==> src/design/stq_pkg.sv <==
// Shared types, codes and helpers for the sorted timer queue.
`default_nettype none
package stq_pkg;

  localparam int unsigned ID_COUNT = 16;
  localparam int unsigned ID_W     = 4;
  localparam int unsigned TIME_W   = 64;
  localparam int unsigned ENTRY_W  = TIME_W + ID_W;

  typedef enum logic [1:0] {
    REQ_ADD    = 2'd0,
    REQ_CANCEL = 2'd1,
    REQ_EXPIRE = 2'd2,
    REQ_UNUSED = 2'd3
  } req_e;

  typedef enum logic [1:0] {
    KIND_EXPIRED  = 2'd0,
    KIND_REARM    = 2'd1,
    KIND_SHUTDOWN = 2'd2,
    KIND_NONE     = 2'd3
  } kind_e;

  typedef struct packed {
    logic [TIME_W-1:0] expiry;
    logic [ID_W-1:0]   id;
  } entry_t;

  // Time left until expiry, never below one.
  function automatic logic [TIME_W-1:0] rearm_delta(input logic [TIME_W-1:0] expiry,
                                                    input logic [TIME_W-1:0] now);
    logic [TIME_W-1:0] res;
    res = (expiry > now) ? (expiry - now) : TIME_W'(1);
    return res;
  endfunction

endpackage
`default_nettype wire

==> src/design/stq_ram.sv <==
// Generic single-port-write, registered-read RAM.
`default_nettype none
module stq_ram #(
  parameter int unsigned WIDTH = 8,
  parameter int unsigned DEPTH = 16
) (
  input  wire logic                     clk_i,
  input  wire logic                     we_i,
  input  wire logic [$clog2(DEPTH)-1:0] waddr_i,
  input  wire logic [WIDTH-1:0]         wdata_i,
  input  wire logic                     re_i,
  input  wire logic [$clog2(DEPTH)-1:0] raddr_i,
  output logic      [WIDTH-1:0]         rdata_o
);

  logic [WIDTH-1:0] mem_q [DEPTH];

  always_ff @(posedge clk_i) begin
    if (we_i) begin
      mem_q[waddr_i] <= wdata_i;
    end
    // hold read data between reads
    if (re_i) begin
      rdata_o <= mem_q[raddr_i];
    end
  end

endmodule
`default_nettype wire

==> src/design/sorted_timer_queue_core.sv <==
// Top level of the sorted timer queue: sequencer over two ping-pong queue banks.
//
//  channel   | direction | handshake                     | payload
//  ----------+-----------+-------------------------------+-------------------------------------
//  request   | in        | start_i, busy_o               | req_type, timer_id, delay_ns, ...
//  result    | out       | result_valid_o (one cycle)    | kind, expired_id, rearm_delta, last
//  config    | in        | cfg_we_i                      | cfg_wdata_i (device_ready)
//
// Each request beat that is not ignored walks the whole queue once: every stored
// entry is read from the active bank (a read state, then a data state, and one
// more data state where a new timer is slotted in) and the surviving entries are
// written, in order, to the other bank, which then becomes active. An ignored
// request goes straight to the done state.
// Reset clears the queue count, the queued flags and device_ready; the banks are
// not cleared, since only entries below the count are ever read.
// The receiver cannot stall: each result beat stands for one cycle only, and
// expired beats go out while the walk is still running.
`default_nettype none
module sorted_timer_queue_core #(
  parameter int unsigned NUM_TIMERS = 16
) (
  input  wire logic        clk_i,
  input  wire logic        rst_ni,
  // request channel
  input  wire logic        start_i,
  output logic             busy_o,
  input  wire logic [1:0]  req_type_i,
  input  wire logic [3:0]  timer_id_i,
  input  wire logic [63:0] delay_ns_i,
  input  wire logic        has_handler_i,
  input  wire logic [63:0] now_ns_i,
  // configuration
  input  wire logic        cfg_we_i,
  input  wire logic        cfg_wdata_i,
  // result channel
  output logic             result_valid_o,
  output logic [1:0]       kind_o,
  output logic [3:0]       expired_id_o,
  output logic [63:0]      rearm_delta_o,
  output logic             last_o
);

  localparam int unsigned AW = $clog2(NUM_TIMERS);
  localparam int unsigned CW = $clog2(NUM_TIMERS + 1);

  typedef enum logic [3:0] {
    S_IDLE = 4'b0001,
    S_READ = 4'b0010,
    S_DATA = 4'b0100,
    S_DONE = 4'b1000
  } state_e;

  state_e                               state_q, state_d;
  logic                                 bank_q, bank_d;
  logic [CW-1:0]                        cnt_q, cnt_d;
  logic [CW-1:0]                        rd_q, rd_d;
  logic [CW-1:0]                        wr_q, wr_d;
  logic                                 ins_q, ins_d;     // new timer already written
  logic                                 pos0_q, pos0_d;   // new timer landed at the head
  logic                                 pop_q, pop_d;     // still in the due prefix
  logic [stq_pkg::TIME_W-1:0]           head_q, head_d;
  logic [1:0]                           req_q, req_d;
  logic [stq_pkg::ID_W-1:0]             id_q, id_d;
  logic [stq_pkg::TIME_W-1:0]           exp_q, exp_d;
  logic [stq_pkg::TIME_W-1:0]           now_q, now_d;
  logic [stq_pkg::ID_COUNT-1:0]         queued_q, queued_d;
  logic                                 ready_q;

  logic                                 vld_d;
  logic [1:0]                           kind_d;
  logic [3:0]                           eid_d;
  logic [63:0]                          delta_d;
  logic                                 last_d;

  logic                                 ram_we, ram_re;
  logic [AW-1:0]                        ram_waddr, ram_raddr;
  stq_pkg::entry_t                      ram_wdata, ent;
  logic [stq_pkg::ENTRY_W-1:0]          rdata0, rdata1;

  logic                                 accept;
  logic                                 add_ok;

  assign busy_o = (state_q != S_IDLE);
  assign accept = start_i && !busy_o;
  assign ent    = stq_pkg::entry_t'(bank_q ? rdata1 : rdata0);
  assign add_ok = ready_q && (delay_ns_i != '0) && has_handler_i &&
                  (queued_q[timer_id_i] || (cnt_q < CW'(NUM_TIMERS)));

  // both banks see the same read address; writes go to the inactive bank
  stq_ram #(.WIDTH(stq_pkg::ENTRY_W), .DEPTH(NUM_TIMERS)) u_bank0 (
    .clk_i  (clk_i),
    .we_i   (ram_we && bank_q),
    .waddr_i(ram_waddr),
    .wdata_i(ram_wdata),
    .re_i   (ram_re),
    .raddr_i(ram_raddr),
    .rdata_o(rdata0)
  );

  stq_ram #(.WIDTH(stq_pkg::ENTRY_W), .DEPTH(NUM_TIMERS)) u_bank1 (
    .clk_i  (clk_i),
    .we_i   (ram_we && !bank_q),
    .waddr_i(ram_waddr),
    .wdata_i(ram_wdata),
    .re_i   (ram_re),
    .raddr_i(ram_raddr),
    .rdata_o(rdata1)
  );

  always_comb begin
    state_d   = state_q;
    bank_d    = bank_q;
    cnt_d     = cnt_q;
    rd_d      = rd_q;
    wr_d      = wr_q;
    ins_d     = ins_q;
    pos0_d    = pos0_q;
    pop_d     = pop_q;
    head_d    = head_q;
    req_d     = req_q;
    id_d      = id_q;
    exp_d     = exp_q;
    now_d     = now_q;
    queued_d  = queued_q;
    vld_d     = 1'b0;
    kind_d    = stq_pkg::KIND_NONE;
    eid_d     = '0;
    delta_d   = '0;
    last_d    = 1'b0;
    ram_we    = 1'b0;
    ram_re    = 1'b0;
    ram_waddr = wr_q[AW-1:0];
    ram_raddr = rd_q[AW-1:0];
    ram_wdata = ent;

    case (state_q)
      S_IDLE: begin
        if (accept) begin
          req_d  = req_type_i;
          id_d   = timer_id_i;
          now_d  = now_ns_i;
          exp_d  = now_ns_i + delay_ns_i;
          rd_d   = '0;
          wr_d   = '0;
          ins_d  = 1'b0;
          pos0_d = 1'b0;
          pop_d  = 1'b1;
          state_d = S_DONE;
          case (req_type_i)
            stq_pkg::REQ_ADD: begin
              if (add_ok) begin
                queued_d[timer_id_i] = 1'b1;
                state_d = (cnt_q != '0) ? S_READ : S_DATA;
              end else begin
                // ignored add answers only with a final KIND_NONE beat
                req_d = stq_pkg::REQ_UNUSED;
              end
            end
            stq_pkg::REQ_CANCEL: begin
              queued_d[timer_id_i] = 1'b0;
              if (cnt_q != '0) begin
                state_d = S_READ;
              end
            end
            stq_pkg::REQ_EXPIRE: begin
              state_d = (cnt_q != '0) ? S_READ : S_DATA;
            end
            default: begin
              state_d = S_DONE;
            end
          endcase
        end
      end

      S_READ: begin
        ram_re  = 1'b1;
        state_d = S_DATA;
      end

      S_DATA: begin
        if (rd_q == cnt_q) begin
          // walk finished: slot the new timer at the tail if still pending
          if (req_q == stq_pkg::REQ_ADD && !ins_q) begin
            ram_we    = 1'b1;
            ram_wdata = '{expiry: exp_q, id: id_q};
            pos0_d    = (wr_q == '0);
            wr_d      = wr_q + CW'(1);
          end
          state_d = S_DONE;
        end else if (req_q == stq_pkg::REQ_ADD && !ins_q && ent.expiry > exp_q) begin
          // insert ahead of the held entry, revisit it next cycle
          ram_we    = 1'b1;
          ram_wdata = '{expiry: exp_q, id: id_q};
          pos0_d    = (wr_q == '0);
          ins_d     = 1'b1;
          wr_d      = wr_q + CW'(1);
        end else begin
          rd_d = rd_q + CW'(1);
          if (req_q == stq_pkg::REQ_EXPIRE && pop_q && ent.expiry <= now_q) begin
            vld_d  = 1'b1;
            kind_d = stq_pkg::KIND_EXPIRED;
            eid_d  = ent.id;
            queued_d[ent.id] = 1'b0;
          end else if (req_q != stq_pkg::REQ_EXPIRE && ent.id == id_q) begin
            // drop the old copy of this timer
          end else begin
            pop_d  = 1'b0;
            ram_we = 1'b1;
            if (wr_q == '0) begin
              head_d = ent.expiry;
            end
            wr_d = wr_q + CW'(1);
          end
          state_d = (rd_q + CW'(1) == cnt_q) ? S_DATA : S_READ;
        end
      end

      S_DONE: begin
        vld_d   = 1'b1;
        last_d  = 1'b1;
        state_d = S_IDLE;
        if (req_q == stq_pkg::REQ_ADD || req_q == stq_pkg::REQ_CANCEL ||
            req_q == stq_pkg::REQ_EXPIRE) begin
          cnt_d  = wr_q;
          bank_d = !bank_q;
        end
        case (req_q)
          stq_pkg::REQ_ADD: begin
            if (pos0_q) begin
              kind_d  = stq_pkg::KIND_REARM;
              delta_d = stq_pkg::rearm_delta(exp_q, now_q);
            end
          end
          stq_pkg::REQ_EXPIRE: begin
            if (!ready_q) begin
              kind_d = stq_pkg::KIND_NONE;
            end else if (wr_q != '0) begin
              kind_d  = stq_pkg::KIND_REARM;
              delta_d = stq_pkg::rearm_delta(head_q, now_q);
            end else begin
              kind_d = stq_pkg::KIND_SHUTDOWN;
            end
          end
          default: begin
            kind_d = stq_pkg::KIND_NONE;
          end
        endcase
      end

      default: begin
        state_d = S_IDLE;
      end
    endcase
  end

  always_ff @(posedge clk_i or negedge rst_ni) begin
    if (!rst_ni) begin
      state_q        <= S_IDLE;
      bank_q         <= 1'b0;
      cnt_q          <= '0;
      queued_q       <= '0;
      ready_q        <= 1'b0;
      result_valid_o <= 1'b0;
    end else begin
      state_q        <= state_d;
      bank_q         <= bank_d;
      cnt_q          <= cnt_d;
      queued_q       <= queued_d;
      result_valid_o <= vld_d;
      if (cfg_we_i) begin
        ready_q <= cfg_wdata_i;
      end
    end
  end

  always_ff @(posedge clk_i) begin
    rd_q          <= rd_d;
    wr_q          <= wr_d;
    ins_q         <= ins_d;
    pos0_q        <= pos0_d;
    pop_q         <= pop_d;
    head_q        <= head_d;
    req_q         <= req_d;
    id_q          <= id_d;
    exp_q         <= exp_d;
    now_q         <= now_d;
    kind_o        <= kind_d;
    expired_id_o  <= eid_d;
    rearm_delta_o <= delta_d;
    last_o        <= last_d;
  end

`ifndef NO_ASSERTIONS
  a_last_frees: assert property (@(posedge clk_i) disable iff (!rst_ni)
    (result_valid_o && last_o) |-> !busy_o)
    else $error("final result beat while still busy");

  a_accept_busy: assert property (@(posedge clk_i) disable iff (!rst_ni)
    accept |=> busy_o)
    else $error("accepted request did not raise busy");

  a_count_range: assert property (@(posedge clk_i) disable iff (!rst_ni)
    cnt_q <= CW'(NUM_TIMERS))
    else $error("queue count beyond capacity");

  a_flags_match: assert property (@(posedge clk_i) disable iff (!rst_ni)
    !busy_o |-> ($countones(queued_q) == int'(cnt_q)))
    else $error("queued flags disagree with queue count");
`endif

endmodule
`default_nettype wire
==> config.mk <==
export PLATFORM = sky130hd
export DESIGN_NAME = sorted_timer_queue_core
export DESIGN_NICKNAME = d
export VERILOG_FILES = /design/src/design/stq_pkg.sv /design/src/design/stq_ram.sv /design/src/design/sorted_timer_queue_core.sv
export SDC_FILE = /design/constraint.sdc
export NUM_CORES = 2
export LEC_CHECK = 0
export ABC_AREA = 1
export BUFFER_PORTS_ARGS = -buffer_cell sky130_fd_sc_hd__buf_2
export CORE_ASPECT_RATIO = 2
export CORE_MARGIN = 8
export CORE_UTILIZATION = 46
export DETAILED_ROUTE_END_ITERATION = 16
export HOLD_SLACK_MARGIN = 0.02
export PLACE_DENSITY = 0.69
export SLEW_MARGIN = 20
export SYNTH_ARGS = -nofsm -noshare
export SYNTH_HDL_FRONTEND = slang
export SYNTH_SLANG_ARGS = --single-unit
==> constraint.sdc <==
create_clock -name clk_i -period 9.5 [get_ports clk_i]
set_input_delay 0 -clock clk_i [delete_from_list [all_inputs] [get_ports clk_i]]
set_output_delay 0 -clock clk_i [all_outputs]
set_load 0.02 [all_outputs]
* Word level (Yosys, flattened, before mapping) *
Memories as Yosys holds them, arrays and structs flattened. A register that Yosys moved wholly into a read port is not among the register bits.
Cells that the tools add are included.
W data, S select, Z words.

storage, ports and cells
  flip-flop bits (word level) = 310
  latch bits = 0
  RAM bits = 2176
  ROM bits = 0
  bits of input ports = 140
  output and inout port bits = 73
  logic and storage cells = 193
  memories = 2

cells by class
  $add $sub $neg = 5
  multipliers = 0
  divide/modulo/power cells = 0
  $lt $le $gt $ge = 9
  equal/unequal tests = 27
  shift-type cells = 0
  muxes and demuxes = 83
  bitwise operators = 10
  reductions and logical operators = 37

memory list
  memory         depth  bits a word  rd ports  clocked after memory_dff  write ports  RTL line       text
  u_bank0.mem_q  16     68           1         1                         1            stq_ram.sv:16  logic [WIDTH-1:0] mem_q [DEPTH];
  u_bank1.mem_q  16     68           1         1                         1            stq_ram.sv:16

operator list
  kind                  count
  $mux W68              5
  $mux W64              5
  $gt A64 B64 Y1        3
  $pmux W64 S2          1
  $sub A64 B64 Y64      2
  $mux W16              5
  $add A64 B64 Y64      1
  $le A64 B64 Y1        1
  $pmux W16 S2          2
  $reduce_bool A64 Y1   1
  $mux W5               8
  $and A16 B16 Y16      2
  $not A16 Y16          2
  $mux W1               29
  $pmux W4 S3           2
  $mux W4               5
  $pmux W5 S2           2
  $mux W2               8
  $ne A2 B2 Y1 const B  8
  $or A16 B16 Y16       1
  $logic_and A1 B1 Y1   13
  $ne A3 B3 Y1 const B  4
  $reduce_and A4 Y1     3
  $reduce_and A6 Y1     2
  other kinds (31)      56

* Depth between registers and ports, before layout *
  depth after elaboration = 11
  depth in mapped cells = 26
  gate-level depth less buffers = 23

* Hierarchy *
Synthesis repeated with hierarchy kept, for this count alone.

second synthesis, totals
  cells, all modules = 13800
  area, all modules = 129098.8 sq um

by module, submodules not included
  module                   times used  cells each  area each (sq um)  sequential area each (sq um)
  stq_ram                  2           4472        48514.0            34713.3
  sorted_timer_queue_core  1           4856        32070.8            8459.4

* Worst setup path before layout *
No wires, ideal clock.

  kind = register to register
  start = register state_q[0]
  end = register exp_q[0] in the netlist's numbering (enable)
  setup time = 0.630 ns
  data arrival time = 6.717 ns
  slack = 2.154 ns
  stages on the path, launching flop included = 5
  clock period less this slack = 7.346 ns
  path through = dfstp_2 -> inv_1 -> nor3_2 -> inv_1 -> nor2_1

on the way
  longest elaborated chain between the ends = 4

RTL lines
  what                                RTL line                        text
  start, declared                     sorted_timer_queue_core.sv:53   state_e state_q, state_d;
  start signal, assigned              sorted_timer_queue_core.sv:265  state_q <= state_d;
  $ne A4 B1 Y1                        sorted_timer_queue_core.sv:83   assign busy_o = (state_q != S_IDLE);
  named net busy_o                    sorted_timer_queue_core.sv:26   output logic busy_o,
  $logic_not A1 Y1                    sorted_timer_queue_core.sv:84   assign accept = start_i && !busy_o;
  $logic_and A1 B1 Y1                 sorted_timer_queue_core.sv:84
  $reduce_and A2 Y1 (no source line)  --
  end signal, assigned                sorted_timer_queue_core.sv:285  exp_q <= exp_d;
  end, declared                       sorted_timer_queue_core.sv:64   logic [stq_pkg::TIME_W-1:0] exp_q, exp_d;

The timed path passes the listed nets, and every way through them passes these cells.
A chain may end at the register's enable or synchronous reset.

==> results.yml <==
place:
  place_congestion: 1.19
  port_buffers: 212
  dp_slack_ns: 2.31
  dp_hpwl_um: 293000
synth:
  synth_seq_area_share_pct: 66.0
  synth_nets: 11100
  synth_edf_count: 2523
  syn_inst: 10600
  yosys.area.top_type: "edfxtp_1"
  syn_area_um2: 118000
  synth-seq-cells: 2622
  synth.avg_cell_area_um2: 11.1
  ys_async_sr_fraction_pct: 1.07
  synthDistinctLibCells: 61
  synth.top_cell.area_share_pct: 64.2
  synth_warnings: 0
  synthFlopType: "edfxtp_1"
  synth_area_leaders: "edfxtp_1, o21ai_0, nor2_1, nand2_1, ha_1"
power:
  seq_power_share_pct: 38.2
  power_frac_comb_pct: 39.3
  p_per_area_nw_per_um2: 300
  power_mw: 39.8
  p_sw_share_pct: 41.0
  p_int_mw: 23.5
  clkPwrFrac_pct: 22.4
  vdd_ir_drop_max_v: 0.000279
  switchingPower_mw: 16.3
  p_leak_nw: 46.5
grt:
  grt-ovfl-total: 0
  use_met1_pct: 33.3
  grt_busiest_layer: "met2"
  grt_pass1_wl_um: 642000
  antenna_found_initial: 40
  grt_util_met3_pct: 7.92
  grtUsageMet2_pct: 53.7
  first_global_vias: 88000
  grt_max_degree: 201
  grt_usage_pct: 32.7
clock_tree:
  cts_max_level: 4
  clock_latency_ns: 0.91
  cts_buffers: 216
  cts_tree: "done"
  cts_max_path_buffers: 4
  cts.reportedPaths.clkPinSlew_ns: 0.06
  cts_sinks: 2622
  cts_setup_buffers: 0
  root_buffer: "clkbuf_16"
final_layout:
  drive_gt1_share_pct: 8.26
  area_growth_syn_to_layout_pct: 12.6
  num-nets-final: 11400
  fillCellCount: 21800
  final_common_cell: "edfxtp_1"
  seq_area_um2: 77900
  final_cell_mix: "edfxtp_1, nor2_1, nand2_1, o21ai_0, inv_1"
  multi_input_area_um2: 36700
  post-route-util_pct: 51.9
worst_hold_path:
  hold_path.startpoint: "start_i"
  holdPathStages: 5
  hp-class: "input pin to register"
  holdPathEnd: "state_q[0]"
route:
  ant_nets: 0
  viasPerCell: 6.27
  remaining_drc_errors: 0
  vias: 90300
  drt-pass1-iter-count: 12
  wirelength_um: 462000
  drtIter0Drc: 11300
  wire_per_inst_um: 32.1
critical_path:
  crit_path_start_kind: "register"
  critPathMaxFanout: 59
  worstReg2RegEnd: "u_bank0.mem_q[3][16]"
  slowest_stage: "nand3_4"
  reg2regPathDepth: 20
  cpPeakStageDelay_ns: 0.82
  r2r_setup_slack_ns: 2.11
  critPathArrivalTime_ns: 7.87
  endpoint_kind: "register"
  reg2reg_from: "bank_q"
  crit_chain: "inv_4 -> buf_4 -> nand2_1 -> nand2_1 -> ha_1 -> nand2_1 -> nor2_1 -> nand4_1 -> nor2_1 -> nand3_1 -> clkinv_1 -> nand2_1 -> nand2_1 -> nand2_1 -> nand2_2 -> nand3_4 -> nand2_4 -> nand2_4 -> nor2_4 -> buf_12"
  worstPathRequired_ns: 9.98
  critPathKind: "register to register"
  crit_path_frequent_cell: "nand2_1"
run_status:
  status: "finished, final reports clean"
floorplanning:
  die_y_um: 732
  die_w_um: 374
  fp-row-count: 263
  start_util_pct: 46.1
  die-area_um2: 274000
  ioPinCount: 213
  core_um2: 256000
sta:
  clock_skew_ns: 0.0637
  whs_ns: 0.171
  worst_pin_slew_ns: 1.26
  rsz0062_at_grt: "false"
  fin_crit_sh_pct: 77.8
  finalCriticalPeriod_ns: 7.39
  slew_violations: 0
  hold_viol: 0
  max_slew_margin_pct: 15.5
  tns_ns: 0
  fmax_mhz: 135
  finalSetupViolCount: 0
  layout_setup_ws_ns: 2.11
job:
  cap_violations: 0
-- metal layers --
layer  wire length, um  up-vias
met3             41600     1789
met2            222000     5746
met4             55700       22
met5               127        -
li1                  -    38800
met1            142000    44000
-- power groups by stage --
stage	logic [mW]	clock network, mW	registers (mW)
final	15.7	8.93	15.2
after floorplan	9.08	0	15.5
after global placement	14.5	0	15.5
after detailed placement	14.9	0	15.5
after CTS	15.0	8.97	15.2
after global routing	16.7	9.33	15.3
-- cell usage after synthesis (71+ instances only) --
cell      number
o221ai_1     276
clkbuf_1     446
a21oi_1      382
inv_1        595
nand2_1     1429
dfxtp_1       71
o22ai_1      316
nor2_1      1764
o211ai_1     100
xor2_1        83
o21ai_0     1493
ha_1         324
nand3_1      299
edfxtp_1    2523
-- registers in the layout (all words and copies together) (netlist names), named ones only --
register,cells
last_o,1
kind_o,2
expired_id_o,4
u_bank0.mem_q,1088
now_q,64
id_q,4
ins_q,1
pop_q,1
wr_q,5
cnt_q,5
u_bank1.rdata_o,68
exp_q,64
state_q,4
head_q,64
u_bank1.mem_q,1088
rd_q,5
ready_q,1
pos0_q,1
bank_q,1
result_valid_o,1
u_bank0.rdata_o,68
rearm_delta_o,64
req_q,2
-- kinds of logic after synthesis --
kind of cell,synth area share (%)
AOI/OAI and AO/OA,13.2
xor gates and xnor gates,0.846
adders and majority gates,3.48
buffers and inverters,3.72
DFF,66.0
muxes,0.0519
and+or+nand+nor,12.7
-- metrics by stage --
| stage | cell area (um^2) | cells |
|---|---|---|
| after CTS | 132000 | 14400 |
| after global placement | 123000 | 13700 |
| after global routing | 133000 | 14400 |
| final | 133000 | 14400 |
| after detailed placement | 123000 | 13700 |
| after floorplan | 118000 | 10600 |
-- area by class of cell --
cell class                      count  share of cell area (%)
Antenna cell                       29                  0.0546
Clock buffer                      249                    4.26
Clock inverter                    138                   0.896
Inverter                          607                    1.74
Multi-Input combinational cell   6864                    27.6
Sequential cell                  2622                    58.6
Tap cell                         3312                    3.12
Timing Repair Buffer              578                    3.74
-- worst max-delay path: cells and delay by family, from the launching register on --
family	cells	cell delay, ns
fa+ha+maj	1	0.17
buf+inv	4	1.79
flops	1	0.65
simple gates	15	4.04
-- worst max path at each step --
| stage | startpoint | to | cells past startpoint |
|---|---|---|---|
| after floorplan | state_q[0] | exp_q[0] | 4 |
| after global placement | bank_q | u_bank0.mem_q[6][4] | 24 |
| after detailed placement | bank_q | u_bank1.mem_q[8][18] | 24 |
| after CTS | bank_q | u_bank1.mem_q[8][15] | 24 |
| after global routing | bank_q | u_bank0.mem_q[2][15] | 20 |
| final | bank_q | u_bank0.mem_q[3][16] | 20 |
-- what timing repair did --
item	CTS	global route
hold buffers	234	0
resized for setup	0	0
endpoints found under the hold margin	226	0
Note: power is estimated with default switching activity, not from simulation.
